[src/rtl/mono_framebuffer_raster_engine_top_defines.svh]
// Assertion macros for the frame buffer raster engine.
// Included by the modules that carry assertions; no other dependencies.
`ifndef MONO_FRAMEBUFFER_RASTER_ENGINE_TOP_DEFINES_SVH
`define MONO_FRAMEBUFFER_RASTER_ENGINE_TOP_DEFINES_SVH
`ifndef SYNTHESIS
`define MFR_ASSERT(lbl, clk, rst_n, prop, msg) \
    lbl: assert property (@(posedge clk) disable iff (!rst_n) (prop)) else $error(msg);
`define MFR_ASSERT_NR(lbl, clk, prop, msg) \
    lbl: assert property (@(posedge clk) (prop)) else $error(msg);
`else
`define MFR_ASSERT(lbl, clk, rst_n, prop, msg)
`define MFR_ASSERT_NR(lbl, clk, prop, msg)
`endif
`endif

[src/rtl/mfr_pkg.sv]
// Shared types and constants for the frame buffer raster engine.
// No dependencies.
package mfr_pkg;
    localparam int COLUMNS    = 128;
    localparam int PAGES      = 8;
    localparam int ROWS       = PAGES * 8;
    localparam int STORE_SIZE = COLUMNS * PAGES;
    localparam int ADDR_W     = $clog2(STORE_SIZE);
    localparam int PG_W       = (PAGES > 1) ? $clog2(PAGES) : 1;
    localparam int CW         = 11;   // signed coordinate width
    localparam int EW         = 20;   // circle term width

    typedef enum logic [2:0] {
        OP_SET = 3'd0, OP_CLR = 3'd1, OP_LINE = 3'd2,
        OP_RECT = 3'd3, OP_CIRC = 3'd4, OP_READ = 3'd5
    } t_op;

    typedef enum logic [3:0] {
        ST_CLEAR, ST_IDLE, ST_DISPATCH, ST_LSETUP, ST_LPLOT,
        ST_RD, ST_WR, ST_CSETUP, ST_CTEST, ST_CPT, ST_CSTEP, ST_RDBYTE, ST_OUT
    } t_state;

    // controller to datapath
    typedef struct packed {
        logic clr_step;     // write zero at clear counter, advance
        logic lat_cmd;      // capture command
        logic line_setup;   // load line endpoints for current segment
        logic line_step;    // advance DDA
        logic pix_line;     // 1: pixel from line, 0: from circle/point
        logic pix_point;    // pixel is the command point
        logic pix_load;     // latch pixel coordinate
        logic mem_rd;       // read byte at pixel address
        logic mem_wr;       // write modified byte
        logic pix_on;
        logic circ_setup;
        logic circ_test;    // register 2b*b - r*r sign
        logic circ_step;
        logic rd_byte;      // read byte for read command
        logic rd_lat;       // capture read data as result
        logic seg_next;
        logic clr_result;
    } t_ctl;

    // datapath to controller
    typedef struct packed {
        logic clr_done;
        logic line_last;
        logic seg_last;
        logic circ_run;
        logic pix_valid;
        logic r_zero;
    } t_sts;
endpackage

[src/rtl/mfr_ctrl.sv]
// Controller state machine for the raster engine.
// Depends on mfr_pkg and the defines header.
`include "mono_framebuffer_raster_engine_top_defines.svh"
module mfr_ctrl import mfr_pkg::*; (
    input  logic       i_clk,
    input  logic       i_rst_n,
    input  logic       i_valid,
    output logic       o_in_ready,
    output logic       o_valid,
    input  logic       i_out_ready,
    input  t_sts       i_sts,
    input  logic [2:0] i_op,
    output t_ctl       o_ctl,
    output logic [2:0] o_pt_idx
);
    t_state r_state, n_state;
    t_state r_ret, n_ret;
    logic [2:0] r_pt, n_pt;
    logic r_out_v, n_out_v;

    assign o_pt_idx   = r_pt;
    assign o_valid    = r_out_v;
    assign o_in_ready = (r_state == ST_IDLE) && !r_out_v;

    always_ff @(posedge i_clk) begin
        if (!i_rst_n) begin
            r_state <= ST_CLEAR; r_ret <= ST_IDLE; r_pt <= '0; r_out_v <= 1'b0;
        end else begin
            r_state <= n_state; r_ret <= n_ret; r_pt <= n_pt; r_out_v <= n_out_v;
        end
    end

    always_comb begin
        n_state = r_state; n_ret = r_ret; n_pt = r_pt;
        n_out_v = r_out_v && !i_out_ready;
        o_ctl = '0;
        o_ctl.pix_on = (i_op != OP_CLR);
        unique case (r_state)
            ST_CLEAR: begin
                if (i_sts.clr_done) n_state = ST_IDLE;
                else o_ctl.clr_step = 1'b1;
            end
            ST_IDLE: begin
                if (i_valid && o_in_ready) begin
                    o_ctl.lat_cmd = 1'b1;
                    n_state = ST_DISPATCH;
                end
            end
            ST_DISPATCH: begin
                o_ctl.clr_result = 1'b1;
                priority if (i_op == OP_SET || i_op == OP_CLR) begin
                    o_ctl.pix_load = 1'b1; o_ctl.pix_point = 1'b1;
                    n_ret = ST_OUT; n_state = ST_RD;
                end else if (i_op == OP_LINE || i_op == OP_RECT) begin
                    n_state = ST_LSETUP;
                end else if (i_op == OP_CIRC) begin
                    if (i_sts.r_zero) begin
                        o_ctl.pix_load = 1'b1; o_ctl.pix_point = 1'b1;
                        n_ret = ST_OUT; n_state = ST_RD;
                    end else n_state = ST_CSETUP;
                end else if (i_op == OP_READ) begin
                    n_state = ST_RDBYTE;
                end else n_state = ST_OUT;
            end
            ST_LSETUP: begin
                o_ctl.line_setup = 1'b1;
                n_state = ST_LPLOT;
            end
            ST_LPLOT: begin
                // plot current point then step
                o_ctl.pix_load = 1'b1; o_ctl.pix_line = 1'b1;
                o_ctl.line_step = 1'b1;
                n_state = ST_RD;
                if (!i_sts.line_last) n_ret = ST_LPLOT;
                else if (!i_sts.seg_last) begin
                    n_ret = ST_LSETUP; o_ctl.seg_next = 1'b1;
                end else n_ret = ST_OUT;
            end
            ST_RD: begin
                if (i_sts.pix_valid) begin
                    o_ctl.mem_rd = 1'b1; n_state = ST_WR;
                end else n_state = r_ret;
            end
            ST_WR: begin
                o_ctl.mem_wr = 1'b1;
                n_state = r_ret;
            end
            ST_CSETUP: begin
                o_ctl.circ_setup = 1'b1;
                n_state = ST_CTEST;
            end
            ST_CTEST: begin
                o_ctl.circ_test = 1'b1;
                n_state = ST_CPT; n_pt = '0;
            end
            ST_CPT: begin
                if (!i_sts.circ_run) n_state = ST_OUT;
                else begin
                    o_ctl.pix_load = 1'b1;
                    n_state = ST_RD;
                    n_pt = r_pt + 3'd1;
                    n_ret = (r_pt == 3'd7) ? ST_CSTEP : ST_CPT;
                end
            end
            ST_CSTEP: begin
                o_ctl.circ_step = 1'b1;
                n_state = ST_CTEST;
            end
            ST_RDBYTE: begin
                // fetch the addressed byte; mark the return so the result is taken
                o_ctl.rd_byte = 1'b1;
                n_state = ST_OUT;
                n_ret = ST_RDBYTE;
            end
            ST_OUT: begin
                if (r_ret == ST_RDBYTE && i_op == OP_READ) o_ctl.rd_lat = 1'b1;
                n_out_v = 1'b1;
                n_state = ST_IDLE;
            end
            default: n_state = ST_IDLE;
        endcase
    end

    `MFR_ASSERT(a_out_hold, i_clk, i_rst_n, (r_out_v && !i_out_ready) |=> r_out_v,
        "result dropped while stalled")
    `MFR_ASSERT(a_no_acc_busy, i_clk, i_rst_n, o_in_ready |-> (r_state == ST_IDLE),
        "input accepted while busy")
    `MFR_ASSERT(a_wr_ret, i_clk, i_rst_n, o_ctl.mem_wr |-> (r_state == ST_WR),
        "store write outside write step")
endmodule

[config.mk]
export PLATFORM = sky130hd
export DESIGN_NAME = mfr_ctrl
export DESIGN_NICKNAME = d
export VERILOG_FILES = /design/src/rtl/mfr_pkg.sv /design/src/rtl/mfr_ctrl.sv
export VERILOG_INCLUDE_DIRS = /design/src /design/src/rtl
export SDC_FILE = /design/constraint.sdc
export NUM_CORES = 1
export LEC_CHECK = 0
export BUFFER_PORTS_ARGS = -buffer_cell sky130_fd_sc_hd__buf_4
export CORE_MARGIN = 10
export CORE_UTILIZATION = 43
export DETAILED_ROUTE_END_ITERATION = 8
export PLACE_DENSITY = 0.71
export SYNTH_ARGS = -nofsm -noshare
export SYNTH_HDL_FRONTEND = slang
export SYNTH_SLANG_ARGS = --single-unit
[constraint.sdc]
create_clock -name i_clk -period 1.85 [get_ports i_clk]
set_input_delay 0.37 -clock i_clk [delete_from_list [all_inputs] [get_ports i_clk]]
set_output_delay 0.37 -clock i_clk [all_outputs]
set_load 0.05 [all_outputs]
# Word-level counts from Yosys, hierarchy flattened
# Index checks and enable logic that the tools add are counted.
# word_totals
input_bits	13
wordCells	95
ff_bits	12
out_inout_bits	22
# classes
mux	48
add_sub_neg	1
n_eq_ne	26
reduce_logical	16
# ops
cell	n
4-bit two-way mux	14
4-bit case mux with 11 select lines	1
4-bit == test, second input constant	6
1-bit two-way mux	21
4-bit by 3-bit == test with 1-bit output, second input constant	4
4-bit case mux with 4 select lines	1
2-bit two-way mux	7
3-bit == test, second input constant	3
3-bit != test, second input constant	3
4-bit by 2-bit == test with 1-bit output, second input constant	2
3-bit by 2-bit == test with 1-bit output, second input constant	2
3-bit two-way mux	2
3-bit case mux with 2 select lines	1
5-bit AND reduction	1
4-bit by 1-bit == test with 1-bit output, second input constant	1
1-bit logical AND	4
4-bit logical NOT	1
2-bit != test, second input constant	2
2-bit AND reduction	2
4-bit nonzero test	1
3-bit by 1-bit adder with 3-bit output, second input constant	1
3-bit by 1-bit == test with 1-bit output, second input constant	1
3-bit logical NOT	1
3-bit by 1-bit != test with 1-bit output, second input constant	1
other kinds (6)	8

# Longest topological paths before layout
# depth
ltp_word	6
depth_mapped	6
ltp_nobuf	6

# Worst setup path after synthesis
# No wires, ideal clock.
# synth_timing
path_kind	flip-flop to output port
startpoint	reg r_state[0]
endpoint	out o_ctl[15] in the netlist's numbering
arrival_time_ps	2464
setup_slack_ps	-984
path_stages_with_launch	5
required_ps	1480
n_path_buf	1
cell_sequence	dfxtp_1 clkbuf_1 nand2b_1 nor3_1 and2_1
# synth_lines
element	line	text
start: declaration	mfr_ctrl.sv:16	t_state r_state, n_state;
start signal: assignment	mfr_ctrl.sv:29	r_state <= n_state; r_ret <= n_ret; r_pt <= n_pt; r_out_v <= n_out_v;
end: declaration	mfr_ctrl.sv:13	output t_ctl o_ctl,

==> impl_results.md <==
- CP max-delay cell: a2111oi_4
- Drt via density: 5.54
- Period minus WS final: 1.89 ns
- Clock Latency Late Sink: 0.27 ns
- Seq cells post-synth: 12
- Setup violators final: 2
- CP Cell Sequence: nand2b_4 -> a2111oi_4 -> buf_4 -> buf_8
- Worst Skew: 0.00642 ns
- Hold Vio Cnt, Final: 0
- Vias: 1108
- Cell area power density: 485 mW/mm^2
- Worst VDD drop: 0.000342 V
- RSZ-0062 raised after global routing: yes
- Dpl ws: 0.0162 ns
- Worst r2r src: r_state[0]$_SDFFE_PN0P_
- Worst Path Arrival: 1.52 ns
- Most common cell after layout, fill and taps aside: buf_4
- Synth Cell Area: 962 sq um
- Most frequent cells in the layout: buf_4, nand2_1, nor2_1
- Post-route cell area: 0.00148 sq mm
- Die area: 0.00453 sq mm
- Worst Hold Class: in -> reg
- Initial antenna violation count: 0
- Drt total wl: 3250 um
- Fin nets: 189
- Reg-to-Reg End: r_ret[3]$_SDFFE_PN0P_
- CTS tree: built
- Total CTS buffers: 3
- Gp weighted congestion: 0.900
- Hold depth: 2
- Slew HR: 0.739
- Clk sinks: 12
- Multi-input logic area: 724 sq um
- Initial Util: 0.443
- Total global-route track usage: 0.137
- Reg-to-reg slack, setup: 0.23 ns
- DP Wirelength: 2400 um
- Slew @ Worst Pin: 0.392 ns
- Max Slew Vio Count: 0
- Fillers: 181
- H-tree levels: 1
- Core Rows: 17
- First-pass GRT wire length: 4960 um
- Area Overhead vs Synth: 53.8%
- Slowest stage delay, CP: 0.39 ns
- FMAX: 528 MHz
- Die Wd: 67.3 um
- Leakage Power: 0.626 nW
- Delay-heaviest family, CP: compound AO/OA/AOI/OAI gates
- Maxcap violations: 0
- # DRC: 0
- Syn Inst Count: 125
- Violated checks: setup timing
- Final WS setup: -0.0436 ns
- CP bufs+invs: 2
- Starting DRT DRC Count: 55
- Cell total after placement: 188
- Largest net degree at the start of global routing: 16
- Vias in the first global route: 1094
- Seq/Total Area, Yosys: 0.250
- Post-synthesis cell type count: 43
- Hold wc startpoint: i_rst_n
- CP Capture Type: primary output
- Core Region: 0.00217 sq mm
- Total gr overflow: 0
- Async SR Flop Fraction: 0
- Primary FF master, synth: dfxtp_1
- EDFF count, synth: 0
- Non-Filler Instances: 200
- Clk buf depth: 2
- Hold_buf cts: 0
- Synthesized netlist net count: 140
- CP Data Required Time: 1.48 ns
- Final period util: 1.02
- DRT Pass-1 Iters: 4
- Reg area: 250 sq um
- Worst-path clk slew: 0.08 ns
- ANT nets after route: 0
- Die extent in y: 67.3 um
- Cell at the root of the clock tree: clkbuf_4
- Reg2reg path depth: 7
- IO Count: 35
- Maximum fanout along the worst path: 7
- Setup CP Type: reg -> out
- Post-DP Area: 0.00132 sq mm
- Post-layout power: 718 uW
- Port bufs: 34
- YS warnings: 0
- Mean Syn Cell Area: 7.70 sq um
- ANT cells: 0
- Wire per inst: 16.2 um
- Outcome: finished with violations
- Layout cells sized above 1: 0.448
- Setup crit start kind: flip-flop
- Final Util: 0.682
- Worst Hold End: r_ret[0]$_SDFFE_PN1P_
[how the worst max path moves through the flow]
stage	slack (ns)	start	depth (start not counted)	endpoint
after floorplan	-0.33	r_state[0]$_SDFFE_PN0P_	4	o_ctl[15]
after global placement	0.03	i_op[0]	6	o_ctl[10]
after detailed placement	0.02	i_op[0]	6	o_ctl[10]
after CTS	-0.04	r_state[3]$_SDFFE_PN0P_	5	o_ctl[10]
after global routing	-0.12	r_state[2]$_SDFFE_PN0P_	5	o_ctl[10]
final	-0.04	r_state[3]$_SDFFE_PN0P_	4	o_ctl[11]
[registers in the layout, indices dropped and copies added (netlist names)]
register	count
o_pt_idx	3
o_valid	1
r_ret	4
r_state	4
[synthesized netlist by cell type, drive strengths merged, types with 2 or more instances]
cell,count,share of area
a31oi,2,0.013
or2,2,0.016
ha,2,0.026
mux2i,2,0.021
o211ai,3,0.023
nand3,2,0.010
dfxtp,12,0.25
nand2b,9,0.059
buf,4,0.032
nand3b,3,0.023
a21oi,6,0.031
and2,3,0.020
inv,5,0.020
nor2,13,0.051
a221oi,2,0.018
or3,2,0.018
nand2,13,0.051
nor3,8,0.042
clkbuf,3,0.012
nor2b,3,0.020
a21boi,3,0.023
nand4b,2,0.018
and3b,2,0.020
o21ai,5,0.026
[routing by layer]
metal / wire [um] / GRT usage / vias to the layer above
met2: 1620 / 0.238 / 49
met1: 1300 / 0.148 / 515
met3: 333 / 0.0529 / 0
met5: 0 / 0 / -
met4: 0 / 0.0487 / 0
li1: - / - / 544
[power by group]
group	total [mW]	switching, mW	internal [mW]
clock	0.158	0.0828	0.0751
combinational	0.283	0.163	0.120
sequential	0.277	0.0107	0.266
[stage by stage]
step | hold WS (ns) | TNS, ns
floorplan | 0.443 | -1.78
global placement | 0.468 | 0
detailed placement | 0.478 | 0
CTS | 0.401 | -0.0461
global route | 0.403 | -0.297
finish | 0.411 | -0.0854
[repair_timing]
action,4_1_cts,5_1_grt
setup endpoints to repair,17,10
gates resized for setup,16,8
gates cloned,0,0
buffers inserted,3,6
pin swaps,4,4
[area by class of cell]
| class | instances | share of cell area |
|---|---|---|
| inverter | 5 | 0.0127 |
| timing repair buffer | 51 | 0.290 |
| multi-input combinational | 101 | 0.489 |
| clock buffer | 3 | 0.0152 |
| tap | 28 | 0.0237 |
| sequential | 12 | 0.169 |
[cell families after synthesis]
logic type,after synthesis,synth area share
simple gates,68,0.416
mux,2,0.0208
flops,12,0.250
compound gates,29,0.224
fa+ha+maj,2,0.0260
buf+inv,12,0.0637
(Power assumes the default switching activity.)
